--- config.mk ---
export PLATFORM = sky130hd
export DESIGN_NAME = cube_face_border_address_map
export DESIGN_NICKNAME = d
export VERILOG_FILES = /design/src/rtl/cfba_pkg.sv /design/src/rtl/cfba_decode.sv /design/src/rtl/cfba_mult.sv /design/src/rtl/cfba_scale.sv /design/src/rtl/cube_face_border_address_map.sv
export VERILOG_INCLUDE_DIRS = /design/src /design/src/rtl
export SDC_FILE = /design/constraint.sdc
export NUM_CORES = 1
export LEC_CHECK = 0
export BUFFER_PORTS_ARGS = -buffer_cell sky130_fd_sc_hd__buf_2
export CORE_AREA = 5 5 222 224
export CTS_BUF_LIST = sky130_fd_sc_hd__clkbuf_4 sky130_fd_sc_hd__clkbuf_8
export DETAILED_ROUTE_END_ITERATION = 6
export DIE_AREA = 0 0 227 229
export GPL_ROUTABILITY_DRIVEN = 0
export PLACE_DENSITY = 0.65
export SETUP_SLACK_MARGIN = 0.5
export SYNTH_ARGS = -nofsm -noshare
export SYNTH_HDL_FRONTEND = slang
export SYNTH_SLANG_ARGS = --single-unit
--- constraint.sdc ---
create_clock -name clock -period 11.6 [get_ports clock]
set_input_delay 2.9 -clock clock [delete_from_list [all_inputs] [get_ports clock]]
set_output_delay 2.9 -clock clock [all_outputs]
set_load 0.03 [all_outputs]
--- src/rtl/cube_face_border_address_map_defines.svh ---
// Assertion macros shared by the cube face border address map RTL.
`ifndef CUBE_FACE_BORDER_ADDRESS_MAP_DEFINES_SVH
`define CUBE_FACE_BORDER_ADDRESS_MAP_DEFINES_SVH

// Same-cycle implication, checked at every clock edge outside reset.
`define CFBA_ASSERT_IMPLY(label, clk, rst, ante, cons, msg) \
   label: assert property (@(posedge clk) disable iff (rst) (ante) |-> (cons)) \
      else $error(msg);

// Next-cycle implication, checked at every clock edge outside reset.
`define CFBA_ASSERT_NEXT(label, clk, rst, ante, cons, msg) \
   label: assert property (@(posedge clk) disable iff (rst) (ante) |=> (cons)) \
      else $error(msg);

`endif

--- src/rtl/cfba_pkg.sv ---
// Types, codes and the face-pair selection tables of the cube face border address map.
package cfba_pkg;

   localparam int EDGE_W  = 11;
   localparam int CHAN_W  = 3;
   localparam int FACE_W  = 3;
   localparam int SIDE_W  = 3;
   localparam int POS_W   = 10;
   localparam int COORD_W = 10;
   localparam int OFF_W   = 22;
   localparam int CSR_IDX_W = 2;

   localparam int DEF_MAX_EDGE = 1024;

   localparam logic [EDGE_W-1:0] EDGE_RESET = 11'd258;
   localparam logic [CHAN_W-1:0] CHAN_RESET = 3'd4;

   // Register indexes.
   localparam logic [CSR_IDX_W-1:0] CSR_EDGE_SIZE = 2'd0;
   localparam logic [CSR_IDX_W-1:0] CSR_CHANNELS  = 2'd1;

   // Border sides.
   localparam logic [SIDE_W-1:0] SIDE_NORTH      = 3'd0;
   localparam logic [SIDE_W-1:0] SIDE_SOUTH      = 3'd1;
   localparam logic [SIDE_W-1:0] SIDE_WEST       = 3'd2;
   localparam logic [SIDE_W-1:0] SIDE_EAST       = 3'd3;
   localparam logic [SIDE_W-1:0] SIDE_NORTH_WEST = 3'd4;
   localparam logic [SIDE_W-1:0] SIDE_NORTH_EAST = 3'd5;
   localparam logic [SIDE_W-1:0] SIDE_SOUTH_WEST = 3'd6;
   localparam logic [SIDE_W-1:0] SIDE_SOUTH_EAST = 3'd7;

   // Coordinate selectors: i, n-1-i, j, n-1-j, or no mapping.
   localparam logic [2:0] SEL_PI   = 3'd0;
   localparam logic [2:0] SEL_NI   = 3'd1;
   localparam logic [2:0] SEL_PJ   = 3'd2;
   localparam logic [2:0] SEL_NJ   = 3'd3;
   localparam logic [2:0] SEL_NONE = 3'd4;

   // Indexed [dest_face][src_face]; faces 6 and 7 have no mapping.
   localparam logic [2:0] ROW_SEL [0:7][0:7] = '{
      '{SEL_PI,   SEL_NONE, SEL_NJ,   SEL_PJ,   SEL_PI,   SEL_PI,   SEL_NONE, SEL_NONE},
      '{SEL_NONE, SEL_PI,   SEL_PJ,   SEL_NJ,   SEL_PI,   SEL_PI,   SEL_NONE, SEL_NONE},
      '{SEL_PJ,   SEL_NJ,   SEL_PI,   SEL_NONE, SEL_PI,   SEL_NI,   SEL_NONE, SEL_NONE},
      '{SEL_NJ,   SEL_PJ,   SEL_NONE, SEL_PI,   SEL_PI,   SEL_NI,   SEL_NONE, SEL_NONE},
      '{SEL_PI,   SEL_PI,   SEL_PI,   SEL_PI,   SEL_PI,   SEL_NONE, SEL_NONE, SEL_NONE},
      '{SEL_PI,   SEL_PI,   SEL_NI,   SEL_NI,   SEL_NONE, SEL_PI,   SEL_NONE, SEL_NONE},
      '{SEL_NONE, SEL_NONE, SEL_NONE, SEL_NONE, SEL_NONE, SEL_NONE, SEL_NONE, SEL_NONE},
      '{SEL_NONE, SEL_NONE, SEL_NONE, SEL_NONE, SEL_NONE, SEL_NONE, SEL_NONE, SEL_NONE}
   };

   localparam logic [2:0] COL_SEL [0:7][0:7] = '{
      '{SEL_PJ,   SEL_NONE, SEL_PI,   SEL_NI,   SEL_PJ,   SEL_PJ,   SEL_NONE, SEL_NONE},
      '{SEL_NONE, SEL_PJ,   SEL_NI,   SEL_PI,   SEL_PJ,   SEL_PJ,   SEL_NONE, SEL_NONE},
      '{SEL_NI,   SEL_PI,   SEL_PJ,   SEL_NONE, SEL_PJ,   SEL_NJ,   SEL_NONE, SEL_NONE},
      '{SEL_PI,   SEL_NI,   SEL_NONE, SEL_PJ,   SEL_PJ,   SEL_NJ,   SEL_NONE, SEL_NONE},
      '{SEL_PJ,   SEL_PJ,   SEL_PJ,   SEL_PJ,   SEL_PJ,   SEL_NONE, SEL_NONE, SEL_NONE},
      '{SEL_PJ,   SEL_PJ,   SEL_NJ,   SEL_NJ,   SEL_NONE, SEL_PJ,   SEL_NONE, SEL_NONE},
      '{SEL_NONE, SEL_NONE, SEL_NONE, SEL_NONE, SEL_NONE, SEL_NONE, SEL_NONE, SEL_NONE},
      '{SEL_NONE, SEL_NONE, SEL_NONE, SEL_NONE, SEL_NONE, SEL_NONE, SEL_NONE, SEL_NONE}
   };

   // Clamped configuration seen by every stage.
   typedef struct packed {
      logic [EDGE_W-1:0] n;
      logic [CHAN_W-1:0] c;
   } cfg_type;

   // Decode stage result.
   typedef struct packed {
      logic              ok;
      logic [2:0]        rs;
      logic [2:0]        cs;
      logic [EDGE_W-1:0] dr;
      logic [EDGE_W-1:0] dc;
      logic [EDGE_W-1:0] ni;
      logic [EDGE_W-1:0] nj;
   } dec_type;

   // Multiply stage result.
   typedef struct packed {
      logic              ok;
      logic [EDGE_W-1:0] dr;
      logic [EDGE_W-1:0] dc;
      logic [EDGE_W-1:0] sr;
      logic [EDGE_W-1:0] sc;
      logic [OFF_W-1:0]  dprod;
      logic [OFF_W-1:0]  sprod;
   } mul_type;

   // Final response.
   typedef struct packed {
      logic               valid_res;
      logic [COORD_W-1:0] dst_row;
      logic [COORD_W-1:0] dst_col;
      logic [COORD_W-1:0] src_row;
      logic [COORD_W-1:0] src_col;
      logic [OFF_W-1:0]   dst_offset;
      logic [OFF_W-1:0]   src_offset;
   } rsp_type;

endpackage

--- src/rtl/cfba_decode.sv ---
// Stage 1: face-pair lookup, position saturation and side decode.
module cfba_decode (
   input  logic                             clock,
   input  logic                             reset,
   input  logic                             in_valid,
   output logic                             in_ready,
   input  logic [cfba_pkg::FACE_W-1:0]      dest_face,
   input  logic [cfba_pkg::FACE_W-1:0]      src_face,
   input  logic [cfba_pkg::SIDE_W-1:0]      side,
   input  logic [cfba_pkg::POS_W-1:0]       position,
   input  cfba_pkg::cfg_type                cfg,
   output logic                             out_valid,
   input  logic                             out_ready,
   output cfba_pkg::dec_type                out_data
);
   import cfba_pkg::*;

   logic              valid_ff;
   dec_type           data_ff;
   dec_type           data_in;
   logic [EDGE_W-1:0] last;
   logic [EDGE_W-1:0] pos_sat;
   logic [EDGE_W-1:0] pos_ext;

   assign last    = cfg.n - 11'd1;
   assign pos_ext = {1'b0, position};
   assign pos_sat = (pos_ext > last) ? last : pos_ext;

   always_comb begin
      data_in    = '0;
      data_in.rs = ROW_SEL[dest_face][src_face];
      data_in.cs = COL_SEL[dest_face][src_face];
      data_in.ok = (data_in.rs != SEL_NONE) && (data_in.cs != SEL_NONE);
      case (side)
         SIDE_NORTH: begin
            data_in.dr = '0;      data_in.dc = pos_sat;
            data_in.ni = cfg.n - 11'd2; data_in.nj = pos_sat;
         end
         SIDE_SOUTH: begin
            data_in.dr = last;    data_in.dc = pos_sat;
            data_in.ni = 11'd1;   data_in.nj = pos_sat;
         end
         SIDE_WEST: begin
            data_in.dr = pos_sat; data_in.dc = '0;
            data_in.ni = pos_sat; data_in.nj = cfg.n - 11'd2;
         end
         SIDE_EAST: begin
            data_in.dr = pos_sat; data_in.dc = last;
            data_in.ni = pos_sat; data_in.nj = 11'd1;
         end
         SIDE_NORTH_WEST: begin
            data_in.dr = '0;      data_in.dc = '0;
            data_in.ni = cfg.n - 11'd2; data_in.nj = cfg.n - 11'd2;
         end
         SIDE_NORTH_EAST: begin
            data_in.dr = '0;      data_in.dc = last;
            data_in.ni = cfg.n - 11'd2; data_in.nj = 11'd1;
         end
         SIDE_SOUTH_WEST: begin
            data_in.dr = last;    data_in.dc = '0;
            data_in.ni = 11'd1;   data_in.nj = cfg.n - 11'd2;
         end
         default: begin
            data_in.dr = last;    data_in.dc = last;
            data_in.ni = 11'd1;   data_in.nj = 11'd1;
         end
      endcase
   end

   assign in_ready = !valid_ff || out_ready;

   always_ff @(posedge clock) begin
      if (reset) begin
         valid_ff <= 1'b0;
      end else if (in_ready) begin
         valid_ff <= in_valid;
      end
   end

   always_ff @(posedge clock) begin
      if (in_ready && in_valid) begin
         data_ff <= data_in;
      end
   end

   assign out_valid = valid_ff;
   assign out_data  = data_ff;

endmodule

--- src/rtl/cfba_mult.sv ---
// Stage 2: source coordinate selection and row-times-edge products.
module cfba_mult (
   input  logic              clock,
   input  logic              reset,
   input  logic              in_valid,
   output logic              in_ready,
   input  cfba_pkg::dec_type in_data,
   input  cfba_pkg::cfg_type cfg,
   output logic              out_valid,
   input  logic              out_ready,
   output cfba_pkg::mul_type out_data
);
   import cfba_pkg::*;

   logic    valid_ff;
   mul_type data_ff;
   mul_type data_in;

   function automatic logic [EDGE_W-1:0] pick(
      logic [2:0]        sel,
      logic [EDGE_W-1:0] i,
      logic [EDGE_W-1:0] j,
      logic [EDGE_W-1:0] n
   );
      logic [EDGE_W-1:0] r;
      case (sel)
         SEL_PI:  r = i;
         SEL_NI:  r = n - 11'd1 - i;
         SEL_PJ:  r = j;
         default: r = n - 11'd1 - j;
      endcase
      return r;
   endfunction

   always_comb begin
      data_in       = '0;
      data_in.ok    = in_data.ok;
      data_in.dr    = in_data.dr;
      data_in.dc    = in_data.dc;
      data_in.sr    = pick(in_data.rs, in_data.ni, in_data.nj, cfg.n);
      data_in.sc    = pick(in_data.cs, in_data.ni, in_data.nj, cfg.n);
      data_in.dprod = OFF_W'(in_data.dr) * OFF_W'(cfg.n);
      data_in.sprod = OFF_W'(data_in.sr) * OFF_W'(cfg.n);
   end

   assign in_ready = !valid_ff || out_ready;

   always_ff @(posedge clock) begin
      if (reset) begin
         valid_ff <= 1'b0;
      end else if (in_ready) begin
         valid_ff <= in_valid;
      end
   end

   always_ff @(posedge clock) begin
      if (in_ready && in_valid) begin
         data_ff <= data_in;
      end
   end

   assign out_valid = valid_ff;
   assign out_data  = data_ff;

endmodule

--- src/rtl/cfba_scale.sv ---
// Stage 3: add column, scale by channel count, zero unmapped results.
module cfba_scale (
   input  logic              clock,
   input  logic              reset,
   input  logic              in_valid,
   output logic              in_ready,
   input  cfba_pkg::mul_type in_data,
   input  cfba_pkg::cfg_type cfg,
   output logic              out_valid,
   input  logic              out_ready,
   output cfba_pkg::rsp_type out_data
);
   import cfba_pkg::*;

   logic             valid_ff;
   rsp_type          data_ff;
   rsp_type          data_in;
   logic [OFF_W-1:0] didx;
   logic [OFF_W-1:0] sidx;

   assign didx = in_data.dprod + OFF_W'(in_data.dc);
   assign sidx = in_data.sprod + OFF_W'(in_data.sc);

   always_comb begin
      data_in = '0;
      if (in_data.ok) begin
         data_in.valid_res  = 1'b1;
         data_in.dst_row    = in_data.dr[COORD_W-1:0];
         data_in.dst_col    = in_data.dc[COORD_W-1:0];
         data_in.src_row    = in_data.sr[COORD_W-1:0];
         data_in.src_col    = in_data.sc[COORD_W-1:0];
         data_in.dst_offset = OFF_W'(didx * cfg.c);
         data_in.src_offset = OFF_W'(sidx * cfg.c);
      end
   end

   assign in_ready = !valid_ff || out_ready;

   always_ff @(posedge clock) begin
      if (reset) begin
         valid_ff <= 1'b0;
      end else if (in_ready) begin
         valid_ff <= in_valid;
      end
   end

   always_ff @(posedge clock) begin
      if (in_ready && in_valid) begin
         data_ff <= data_in;
      end
   end

   assign out_valid = valid_ff;
   assign out_data  = data_ff;

endmodule

--- src/rtl/cube_face_border_address_map.sv ---
// Requests pass the decode, multiply and scale registers to rsp_valid.
// Throughput: one request per cycle unless rsp_ready stalls the pipeline.
// Each stage holds only while its successor is full and stalled.
// The two 11x11 row-times-edge multipliers in stage 2 set the cycle time.
// Reset (synchronous, active high) empties the pipeline and loads
// edge_size = 258 and channels = 4.
module cube_face_border_address_map #(
   parameter int MAX_EDGE = cfba_pkg::DEF_MAX_EDGE
) (
   input  logic                               clock,
   input  logic                               reset,
   // request channel
   input  logic                               req_valid,
   output logic                               req_ready,
   input  logic [cfba_pkg::FACE_W-1:0]        req_dest_face,
   input  logic [cfba_pkg::FACE_W-1:0]        req_src_face,
   input  logic [cfba_pkg::SIDE_W-1:0]        req_side,
   input  logic [cfba_pkg::POS_W-1:0]         req_position,
   // response channel
   output logic                               rsp_valid,
   input  logic                               rsp_ready,
   output logic                               rsp_valid_res,
   output logic [cfba_pkg::COORD_W-1:0]       rsp_dst_row,
   output logic [cfba_pkg::COORD_W-1:0]       rsp_dst_col,
   output logic [cfba_pkg::COORD_W-1:0]       rsp_src_row,
   output logic [cfba_pkg::COORD_W-1:0]       rsp_src_col,
   output logic [cfba_pkg::OFF_W-1:0]         rsp_dst_offset,
   output logic [cfba_pkg::OFF_W-1:0]         rsp_src_offset,
   // register write channel
   input  logic                               csr_valid,
   output logic                               csr_ready,
   input  logic [cfba_pkg::CSR_IDX_W-1:0]     csr_index,
   input  logic [cfba_pkg::EDGE_W-1:0]        csr_data
);
   import cfba_pkg::*;
   `include "cube_face_border_address_map_defines.svh"

   localparam int CMP_W = 13;

   logic [EDGE_W-1:0] edge_size_ff;
   logic [CHAN_W-1:0] channels_ff;
   cfg_type           cfg;

   logic    dec_valid;
   logic    dec_ready;
   dec_type dec_data;
   logic    mul_valid;
   logic    mul_ready;
   mul_type mul_data;
   rsp_type rsp_data;

   // Registers are always writable; every stage reads them live, so write them
   // only while the pipeline is empty.
   assign csr_ready = 1'b1;

   always_ff @(posedge clock) begin
      if (reset) begin
         edge_size_ff <= EDGE_RESET;
         channels_ff  <= CHAN_RESET;
      end else if (csr_valid && csr_ready) begin
         if (csr_index == CSR_EDGE_SIZE) begin
            edge_size_ff <= csr_data;
         end else if (csr_index == CSR_CHANNELS) begin
            channels_ff <= csr_data[CHAN_W-1:0];
         end
      end
   end

   // Clamp edge size to [3, MAX_EDGE] and channels to [1, 4].
   always_comb begin
      if (edge_size_ff < 11'd3) begin
         cfg.n = 11'd3;
      end else if ({2'b00, edge_size_ff} > CMP_W'(MAX_EDGE)) begin
         cfg.n = EDGE_W'(MAX_EDGE);
      end else begin
         cfg.n = edge_size_ff;
      end
      if (channels_ff == 3'd0) begin
         cfg.c = 3'd1;
      end else if (channels_ff > 3'd4) begin
         cfg.c = 3'd4;
      end else begin
         cfg.c = channels_ff;
      end
   end

   // Stage 1: decode the request into border and nominal interior coordinates.
   cfba_decode u_decode (
      .clock     (clock),
      .reset     (reset),
      .in_valid  (req_valid),
      .in_ready  (req_ready),
      .dest_face (req_dest_face),
      .src_face  (req_src_face),
      .side      (req_side),
      .position  (req_position),
      .cfg       (cfg),
      .out_valid (dec_valid),
      .out_ready (dec_ready),
      .out_data  (dec_data)
   );

   // Stage 2: pick source coordinates and form row * edge.
   cfba_mult u_mult (
      .clock     (clock),
      .reset     (reset),
      .in_valid  (dec_valid),
      .in_ready  (dec_ready),
      .in_data   (dec_data),
      .cfg       (cfg),
      .out_valid (mul_valid),
      .out_ready (mul_ready),
      .out_data  (mul_data)
   );

   // Stage 3: finish the offsets; this register is the response register.
   cfba_scale u_scale (
      .clock     (clock),
      .reset     (reset),
      .in_valid  (mul_valid),
      .in_ready  (mul_ready),
      .in_data   (mul_data),
      .cfg       (cfg),
      .out_valid (rsp_valid),
      .out_ready (rsp_ready),
      .out_data  (rsp_data)
   );

   assign rsp_valid_res  = rsp_data.valid_res;
   assign rsp_dst_row    = rsp_data.dst_row;
   assign rsp_dst_col    = rsp_data.dst_col;
   assign rsp_src_row    = rsp_data.src_row;
   assign rsp_src_col    = rsp_data.src_col;
   assign rsp_dst_offset = rsp_data.dst_offset;
   assign rsp_src_offset = rsp_data.src_offset;

   // Back-pressure reaches the request side only when every stage is full.
   `CFBA_ASSERT_IMPLY(a_stall_full, clock, reset, !req_ready, dec_valid && mul_valid && rsp_valid && !rsp_ready, "request stalled with a stage empty")
   // Unmapped face pairs answer with all-zero fields.
   `CFBA_ASSERT_IMPLY(a_unmapped_zero, clock, reset, rsp_valid && !rsp_valid_res, rsp_dst_offset == '0 && rsp_src_offset == '0 && rsp_dst_row == '0 && rsp_src_col == '0, "unmapped response carries data")
   // With one channel the low offset bits are row times edge plus column.
   `CFBA_ASSERT_IMPLY(a_offset_floor, clock, reset, rsp_valid && rsp_valid_res && cfg.c == 3'd1, rsp_dst_offset[COORD_W-1:0] == rsp_dst_col + COORD_W'(rsp_dst_row * cfg.n), "single-channel offset mismatch")

endmodule
==> After elaboration in Yosys (flattened, before gate mapping) <==
Memory sizes are Yosys's and may differ from the RTL's.
Index checks and enable logic that the tools add are counted.
{ "op_classes": {"addsub": 6, "multipliers": 4, "magnitude_cmp": 6, "n_eq_ne": 13, "mux": 19, "bitwise": 3, "reduce_logical": 17} }
{ "ops": {"columns": ["cell", "n"], "rows": [
  ["$pmux 44 s7", 1],
  ["$mux 24", 4],
  ["$mux 85", 1],
  ["$pmux 11 s3", 2],
  ["$add 22x11->22", 2],
  ["$mul 11x11->22", 2],
  ["$mul 22x3->22", 2],
  ["$mux 11", 3],
  ["$sub 11x11->11", 2],
  ["$bmux 3 s3", 2],
  ["$mux 3", 6],
  ["$eq 3x2->1 const B", 4],
  ["$logic_not 3->1", 4],
  ["$gt 10x11->1", 1],
  ["$gt 11x11->1 const B", 1],
  ["$lt 11x2->1 const B", 1],
  ["$sub 11x1->11 const B", 1],
  ["$sub 11x2->11 const B", 1],
  ["$eq 3x1->1 const B", 3],
  ["$eq 3x3->1 const B", 3],
  ["$ge 4x4->1 const B", 2],
  ["$not 3->4", 2],
  ["$ne 3x3->1 const B", 2],
  ["$logic_and 1x1->1", 4],
  ["8 further kinds", 12]
]} }
{ "totals": {"ff_bits": 240, "romBits": 384, "input_bits": 37, "out_inout_bits": 88, "word_cells": 96, "n_memories": 2} }
{ "memory_table": {"columns": ["memory", "words", "width", "rd", "rd_clocked_by_memory_dff", "wr", "line", "source"], "rows": [
  ["(no name shown)", 8, 24, 1, 0, 0, "cfba_decode.sv:31", "data_in.rs = ROW_SEL[dest_face][src_face];"],
  ["(no name shown)", 8, 24, 1, 0, 0, "cfba_decode.sv:32", "data_in.cs = COL_SEL[dest_face][src_face];"]
]} }

==> Longest topological paths before layout <==
Gate-level depths: netlist of the first run.
{ "logic_depth": {"depth_word": 9, "mapped_depth": 38, "depth_no_buf": 35} }

==> By module <==
Synthesis of the first run repeated with hierarchy kept, for this count alone.
{ "hier_totals": {"cells_unflattened": 2590, "area_unflattened_um2": 24424.7} }
{ "modules_own_cells": {"columns": ["module", "n_inst", "cells_each", "area_per_inst_um2", "seq_area_each_um2"], "rows": [
  ["cfba_mult", 1, 1318, 12599.6, 2692.6],
  ["cfba_scale", 1, 895, 7998.9, 2572.5],
  ["cfba_decode", 1, 295, 3198.1, 1521.5],
  ["cube_face_border_address_map", 1, 82, 628.1, 280.3]
]} }

==> Worst setup path before layout of the first run <==
No wires, ideal clock.
{ "synth_path": {"kind": "input-to-reg", "startpoint": "input rsp_ready", "endpoint": "register u_mult.data_ff, in the netlist u_mult.out_data[0] (enable)", "setup_time_ps": 665, "arrival_time_ps": 9304, "t_required_ps": 10935, "path_slack_ps": 1630, "cell_stages": 2, "path_buffers": 0, "cell_sequence": "nor2b_1 > a21boi_0"} }
{ "synth_via": {"elab_chain_cells": 3} }
{ "synth_rtl": {"columns": ["element", "line", "source"], "rows": [
  ["from (decl)", "cube_face_border_address_map.sv:21", "input logic rsp_ready,"],
  ["$logic_or 1x1->1", "cfba_scale.sv:37", "assign in_ready = !valid_ff || out_ready;"],
  ["$logic_or 1x1->1", "cfba_mult.sv:46", "assign in_ready = !valid_ff || out_ready;"],
  ["$logic_and 1x1->1", "cfba_mult.sv:57", "if (in_ready && in_valid) begin"],
  ["to (signal assigned)", "cfba_mult.sv:58", "data_ff <= data_in;"],
  ["to (decl)", "cfba_mult.sv:16", "mul_type data_ff;"]
]} }
Every way passes these cells.
A chain may end at the register's enable or synchronous reset.

==> reports/qor.yml, run 1 <==
power:
  peakVddDrop_v: 0.0000859
  total_power_mw: 3.68
  leakage_nw: 11.6
  powerDensity_mw_per_mm2: 146
timing:
  worst_slack_ns: 1.42
  holdWs_ns: 0.417
  min_period_ns: 10.18
  fmax_mhz: 98.2
  skew_ns: 0.0315
  worstMarginPinSlew_ns: 1.20
  slew_violations: 0
  hold_violations: 0
  fin_crit_sh: 0.878
  finalSetupTns_ns: 0
  setup_viol: 0
  rsz0062_at_grt: "no"
  slew_headroom: 0.195
cts:
  cts.repair.resized: 0
  cts_setup_buffers: 0
  clock_tree.buffer_depth: 3
  cts_tree: "built"
  hold_buffers: 0
  clockRootBuffer: "clkbuf_8"
  h-tree-depth: 2
  clk_latency_ns: 0.61
  clkSlewWorstSetupHoldPaths_ns: 0.06
  clock_sinks: 239
  numCtsBuffers: 43
die:
  die_w_um: 227
  start_util: 0.492
  core_area_mm2: 0.0471
  die_y_um: 229
  die_area_mm2: 0.0520
  ios: 125
  row_count: 80
job:
  cap_violations: 0
global_route:
  antenna_found_initial: 3
  grt_max_degree: 76
  grt_usage: 0.215
  grt_pass1_wl_um: 90000
  grt_pass1_vias: 17500
  grt_overflow: 0
yosys:
  synth-main-ff-cell: "edfxtp_1"
  synth-async-reset-ratio: 0
  synth_cells: 2463
  syn_avg_cell_area_um2: 9.42
  synth_seq_area_share: 0.302
  ys_ff_latch: 239
  synth_compound_area_frac: 0.113
  yosys.area_share.simple: 0.165
  synthMuxAreaShare: 0.00744
  synth.distinct_cells: 86
  synth-xor-area-share: 0.0472
  syn_area_mm2: 0.0232
  yosysWarnings: 0
  synth-edff-count: 222
  synth_top_family_by_area: "adder cells"
  synth_fa_ha_area_frac: 0.291
finish:
  layout-drive-gt1-share: 0.0965
  n_antenna_cell: 0
  final_cell_area_mm2: 0.0252
  fin_util: 0.535
  instances_no_fill: 3205
  area_growth_pct: 8.77
  layout.nets: 3011
  final_common_cell: "inv_1"
  final_cell_mix: "342 x inv_1, 331 x nand2_1, 222 x edfxtp_1"
placed_design:
  dp_cells: 3126
  placed_area_mm2: 0.0244
  hpwl_um: 44200
  io_buffers: 123
  pre_cts_slack_ns: 1.57
worst_hold_path:
  hp-class: "reg2reg"
  hold_depth: 0
worst_setup_path:
  cp.required_ns: 11.94
  cp-start-kind: "register"
  cp_max_fo: 23
  reg2reg_slack_ns: 1.42
  critPathMaxStageDelay_ns: 0.97
  slowest_stage: "o41ai_4"
  critPathArrivalTime_ns: 10.53
  cpMostUsedCell: "fa_1"
  path_class: "reg2reg"
  reg2reg_depth: 32
  critPathCaptureType: "register"
drt:
  drtPass1Iterations: 6
  drc: 0
  ant_nets: 0
  route.vias.total: 17500
  drt-wirelength-per-cell_um: 17.4
  drt_wl_total_um: 55700
  drt_iter0_markers: 1467
  vias_per_cell: 5.46
run_status:
  status: "finished, final reports clean"
-- final cells by class --
type,count,area (µm²)
sequential,239,7010
clock buffer,55,682
clock inverter,24,179
inverter,351,1320
tap,615,769
multi-input combinational,1781,14500
fill,4294,21900
timing repair buffer,140,743
-- worst max-delay path, delay by kind of cell (launching register included) --
kind	cells	cell delay, ns
buffers and inverters	4	0.51
and+or+nand+nor	6	1.41
xor gates and xnor gates	2	0.47
AOI/OAI and AO/OA	12	3.75
adders and majority gates	8	3.34
DFF	1	0.43
-- synth_stat cells, drive strengths merged (11+ instances only) --
master | instances | area, µm²
dfxtp | 17 | 340
and3 | 28 | 175
o21ai | 63 | 315
nand2b | 21 | 131
and2 | 113 | 707
a21oi | 112 | 572
o21a | 17 | 128
a21o | 36 | 272
clkbuf | 75 | 282
edfxtp | 222 | 6670
o22ai | 37 | 238
a31oi | 13 | 96.3
nor2b | 37 | 231
xnor2 | 80 | 727
inv | 349 | 1310
mux2i | 15 | 150
ha | 214 | 2680
fa | 204 | 4080
nand3 | 27 | 140
nor2 | 199 | 754
xor2 | 37 | 324
nand2 | 331 | 1240
buf | 18 | 108
a211oi | 23 | 185
nor3 | 31 | 166
o21bai | 11 | 82.6
-- power breakdown --
group	switching [mW]	internal [mW]	total [mW]
clock	0.361	0.435	0.796
combinational	1.04	0.689	1.73
sequential	0.0693	1.09	1.16
-- state kept, by name (all words and copies together), names as in the netlist --
register,count
u_mult.out_valid,1
u_decode.out_valid,1
u_decode.out_data,50
u_scale.out_valid,1
edge_size_ff,11
u_mult.out_data,87
channels_ff,3
u_scale.out_data,85
-- kinds of logic after synthesis --
family                   count (synthesis)
other                                    2
buffers and inverters                  444
AND/OR/NAND/NOR                        826
AO/OA/AOI/OAI                          398
multiplexers                            17
XOR/XNOR                               119
adder cells (fa/ha/maj)                418
flip-flops                             239
-- path summary, 6_finish.rpt --
check	end	from
worst min register to register	u_mult.out_data[71]	u_decode.out_data[27]
worst max register to register	u_mult.out_data[21]	edge_size_ff[5]
worst min-delay path	u_mult.out_data[71]	u_decode.out_data[27]
worst max-delay path	u_mult.out_data[21]	edge_size_ff[5]
-- per-layer routing --
layer  global-route usage  up-vias  share of wire
met2                0.334      644           0.44
met3               0.0443      139          0.080
met1                0.302     8335           0.45
met4               0.0736        2          0.036
met5                    0        -        0.00023
li1                     -     8368              -
Power figures use the tool's default switching activity.
==> run 2: changes to the inputs <==
Settings changed: CORE_AREA 5 5 222 224 to 5 5 212 234, DIE_AREA 0 0 227 229 to 0 0 217 239, TNS_END_PERCENT set to 1.
==> run 2 against run 1 <==
Effect of this change:
- total power increased by 0.69%
- register-to-register slack improved by 0.02 ns
- worst setup slack improved by 0.017 ns
- sequential cell count unchanged
- routed wire length decreased by 1.8%
- cell area increased by 0.15%
- largest cell class unchanged
- maximum frequency increased by 0.17%
- non-clock buffer count decreased by 1
- clock power increased by 5.5%
- global-route usage decreased by 0.32 points
- core utilization about the same
- critical path type unchanged
- largest power group unchanged
- highest routed layer unchanged
- critical path depth unchanged
==> reports/qor.yml, run 2 (same netlist as run 1, synthesis figures left out) <==
placed_design:
  io_buffers: 123
  hpwl_um: 43500
  pre_cts_slack_ns: 1.57
die:
  die_y_um: 239
  die_area_mm2: 0.0519
  row_count: 84
  core_area_mm2: 0.0472
  ios: 125
  die_w_um: 217
  start_util: 0.492
drt:
  ant_nets: 0
  drt-wirelength-per-cell_um: 17.1
  drt_wl_total_um: 54700
  route.vias.total: 17400
  drtPass1Iterations: 5
  vias_per_cell: 5.44
  drt_iter0_markers: 1028
  drc: 0
timing:
  rsz0062_at_grt: "no"
  setup_viol: 0
  worst_slack_ns: 1.43
  slew_violations: 0
  skew_ns: 0.0322
  slew_headroom: 0.237
  fin_crit_sh: 0.876
  finalSetupTns_ns: 0
  fmax_mhz: 98.4
  min_period_ns: 10.17
  worstMarginPinSlew_ns: 1.14
  hold_violations: 0
worst_hold_path:
  min-delay-start: "u_decode.out_data[29]"
  whs_endpoint: "u_mult.out_data[73]"
  hp-class: "reg2reg"
  hold_depth: 0
power:
  leakage_nw: 11.6
  peakVddDrop_v: 0.0000917
  powerDensity_mw_per_mm2: 147
worst_setup_path:
  critPathMaxStageDelay_ns: 0.93
  cpMostUsedCell: "fa_1"
  reg2reg_depth: 32
  cp.required_ns: 11.93
  path_class: "reg2reg"
  crit_start: "edge_size_ff[5]"
  cp-start-kind: "register"
  worstReg2RegStart: "edge_size_ff[5]"
  regToRegEndpoint: "u_mult.out_data[21]"
  reg2reg_slack_ns: 1.43
  critPathCaptureType: "register"
  cp_max_fo: 23
  slowest_stage: "o41ai_4"
  critPathArrivalTime_ns: 10.49
cts:
  hold_buffers: 0
  clock_tree.buffer_depth: 3
  clk_latency_ns: 0.60
  cts_setup_buffers: 0
  numCtsBuffers: 43
  h-tree-depth: 2
  cts_tree: "built"
  clkSlewWorstSetupHoldPaths_ns: 0.06
  clock_sinks: 239
  clockRootBuffer: "clkbuf_8"
  cts.repair.resized: 0
global_route:
  grt_usage: 0.212
  grt_pass1_vias: 17500
  grt_max_degree: 73
  grt_overflow: 0
  antenna_found_initial: 4
  grt_pass1_wl_um: 89000
finish:
  final_common_cell: "inv_1"
  nFillCells: 4204
  final_cell_mix: "342 x inv_1, 331 x nand2_1, 222 x edfxtp_1"
  area_growth_pct: 8.94
  largest_register_ffs: 87
  layout.nets: 3010
  layout-drive-gt1-share: 0.0961
run_status:
  status: "finished, final reports clean"
job:
  cap_violations: 0
[run 2: area by class of cell]
| type | count | area, µm² | share of cell area |
|---|---|---|---|
| Multi-Input combinational cell | 1781 | 14500 | 0.575 |
| Tap cell | 602 | 753 | 0.0298 |
| Timing Repair Buffer | 139 | 736 | 0.0291 |
| Sequential cell | 239 | 7010 | 0.277 |
| Inverter | 351 | 1320 | 0.0523 |
| Clock buffer | 53 | 679 | 0.0269 |
| Antenna cell | 1 | 2.50 | 0.0000990 |
| Clock inverter | 27 | 241 | 0.00955 |
[run 2: where the power goes]
| group | internal [mW] | switching, mW |
|---|---|---|
| Clock | 0.480 | 0.360 |
| Combinational | 0.687 | 1.03 |
| Sequential | 1.09 | 0.0680 |
[run 2: worst max path at each step]
stage	cells past startpoint	slack [ns]	end
finish	32	1.43	u_mult.out_data[21]
detailed placement	32	1.57	u_mult.out_data[20]
floorplan	2	1.63	u_mult.out_data[0]
CTS	32	1.56	u_mult.out_data[21]
global placement	32	1.80	u_mult.out_data[21]
global route	32	0.81	u_mult.out_data[20]
[run 2: layer usage]
metal	vias to the layer above	global-route usage	share of wire
met5	-	0	0.00049
met4	4	0.0693	0.032
met3	123	0.0383	0.063
met2	555	0.348	0.46
met1	8315	0.286	0.44
li1	8374	-	-
[run 2: critical path, delay by kind of cell, from the launching register on]
| family | cells | cell delay (ns) |
|---|---|---|
| AO/OA/AOI/OAI | 12 | 3.72 |
| AND/OR/NAND/NOR | 6 | 1.43 |
| buffers and inverters | 4 | 0.49 |
| adder cells (fa/ha/maj) | 8 | 3.31 |
| flip-flops | 1 | 0.44 |
| XOR/XNOR | 2 | 0.50 |
[run 2: through the flow]
stage	std cells	hold WS, ns	utilization	instance area [µm²]	power (mW)
3_3_place_gp	3112	0.402	0.516	24400	2.83
6_report	3193	0.411	0.536	25300	3.71
3_5_place_dp	3112	0.406	0.516	24400	2.87
5_1_grt	3193	0.417	0.536	25300	4.03
2_1_floorplan	2464	0.400	-	23200	2.50
4_1_cts	3192	0.414	0.536	25300	3.73
==> run 3: changes to the inputs <==
Settings changed: CORE_AREA 5 5 212 234 to 5 5 194 215, DIE_AREA 0 0 217 239 to 0 0 199 220, PLACE_DENSITY 0.65 to 0.76.
==> run 3 against run 2 <==
Effect of this change:
- final cell count shrank 3.1%
- clock power fell by 6.1%
- largest cell class unchanged
- critical endpoint is now u_mult.out_data[20]
- total power decreased by 1.0%
- non-clock buffer count is 1 higher
- highest routed layer unchanged
- clock-buffer cell count is 2 lower
==> reports/qor.yml, run 3 (same netlist as run 1, synthesis figures left out) <==
run_status:
  status: "finished, final reports clean"
drt:
  drtPass1Iterations: 6
  drt_iter0_markers: 1136
  vias_per_cell: 5.68
  wl_met3_um: 4340
  met1Wirelength_um: 22000
  drc: 0
  drt_wl_total_um: 53700
  top_layer: "met5"
  routed-wl-met2_um: 24700
  drt-wirelength-per-cell_um: 17.4
  ant_nets: 0
  route.vias.total: 17600
worst_setup_path:
  critPathMaxStageDelay_ns: 0.90
  cp.required_ns: 11.90
  critPathArrivalTime_ns: 10.53
  reg2reg_depth: 32
  worstReg2RegStart: "edge_size_ff[5]"
  regToRegEndpoint: "u_mult.out_data[20]"
  critPathTopFamily: "compound AO/OA/AOI/OAI gates"
  slowest_stage: "o41ai_4"
  critPathCaptureType: "register"
  reg2reg_slack_ns: 1.38
  cpMostUsedCell: "fa_1"
  path_class: "reg2reg"
  crit_buf_inv: 4
  cp_max_fo: 23
  cp-start-kind: "register"
cts:
  clock_tree.buffer_depth: 3
  cts.repair.resized: 0
  clock_sinks: 239
  clk_latency_ns: 0.58
  numCtsBuffers: 39
  cts_setup_buffers: 0
  hold_buffers: 0
  clkSlewWorstSetupHoldPaths_ns: 0.06
  cts_tree: "built"
  clockRootBuffer: "clkbuf_8"
  h-tree-depth: 2
timing:
  setup_viol: 0
  rsz0062_at_grt: "no"
  hold_violations: 0
  fin_crit_sh: 0.881
  slew_violations: 0
  min_period_ns: 10.22
  worstMarginPinSlew_ns: 1.17
  holdWs_ns: 0.416
  skew_ns: 0.0394
  worst_slack_ns: 1.38
  finalSetupTns_ns: 0
  fmax_mhz: 97.8
  slew_headroom: 0.218
power:
  combinationalPowerShare: 0.470
  power.switching_mw: 1.45
  p_int_mw: 2.22
  leakage_nw: 11.6
  p_clk_frac: 0.215
  seqPwrFrac: 0.315
  powerDensity_mw_per_mm2: 146
  peakVddDrop_v: 0.000102
  swShare: 0.394
finish:
  final_cell_mix: "342 x inv_1, 331 x nand2_1, 222 x edfxtp_1"
  fin_util: 0.635
  instances_no_fill: 3093
  n_antenna_cell: 0
  layout.nets: 3007
  largest_register_ffs: 87
  layout-drive-gt1-share: 0.0938
  final_common_cell: "inv_1"
  area_growth_pct: 8.07
worst_hold_path:
  whs_endpoint: "u_mult.out_data[70]"
  hp-class: "reg2reg"
  hold_depth: 0
  min-delay-start: "u_decode.out_data[26]"
placed_design:
  dp_cells: 3024
  io_buffers: 123
  pre_cts_slack_ns: 1.55
  hpwl_um: 42800
global_route:
  grt_usage: 0.251
  grt_overflow: 0
  grt_max_degree: 80
  grt_pass1_wl_um: 88300
  antenna_found_initial: 1
  grt_pass1_vias: 17900
die:
  start_util: 0.587
  die_area_mm2: 0.0438
  die_y_um: 220
  die_w_um: 199
  core_area_mm2: 0.0395
  row_count: 77
  ios: 125
job:
  cap_violations: 0
-- run 3: cell types whose count changed in the layout (fill, tap and decap cells not counted), sizes merged --
| cell | delta |
|---|---|
| diode | -1 |
| clkinv | -7 |
| buf | +1 |
| clkinvlp | -2 |
| clkbuf | -2 |
-- run 3: how the worst max path moves through the flow --
stage	slack (ns)	to	cells after the start	startpoint
after floorplan	1.63	u_mult.out_data[0]	2	rsp_ready
final	1.38	u_mult.out_data[20]	32	edge_size_ff[5]
after global placement	1.90	u_mult.out_data[21]	32	edge_size_ff[5]
after global routing	0.56	u_mult.out_data[20]	32	edge_size_ff[5]
after CTS	1.52	u_mult.out_data[20]	32	edge_size_ff[5]
after detailed placement	1.55	u_mult.out_data[21]	32	edge_size_ff[5]
-- run 3: per-stage QoR --
step                      total power [mW]  instance area (µm²)
after CTS                             3.68                25100
after global routing                  3.97                25100
after detailed placement              2.87                24200
final                                 3.67                25100
after floorplan                       2.50                23200
after global placement                2.81                24200
-- run 3: power groups by stage --
| stage | combinational (mW) | sequential [mW] | clock [mW] |
|---|---|---|---|
| 2_1_floorplan | 1.33 | 1.17 | 0 |
| 6_report | 1.72 | 1.16 | 0.789 |
| 4_1_cts | 1.71 | 1.16 | 0.810 |
| 3_5_place_dp | 1.70 | 1.17 | 0 |
| 5_1_grt | 1.96 | 1.17 | 0.845 |
| 3_3_place_gp | 1.64 | 1.17 | 0 |
-- run 3: final cells by class --
| cell class | count | area [µm²] |
|---|---|---|
| repair buffers | 140 | 743 |
| fillers | 3239 | 14400 |
| multi-input cells | 1781 | 14500 |
| well taps | 513 | 642 |
| inverters | 351 | 1320 |
| clock buffers | 51 | 633 |
| clock inverters | 18 | 191 |
| flip-flops and latches | 239 | 7010 |
-- run 3: metal layers --
layer,up-vias,GRT usage
li1,8356,-
met1,8346,0.326
met2,697,0.415
met3,163,0.0433
met4,2,0.109
met5,-,0
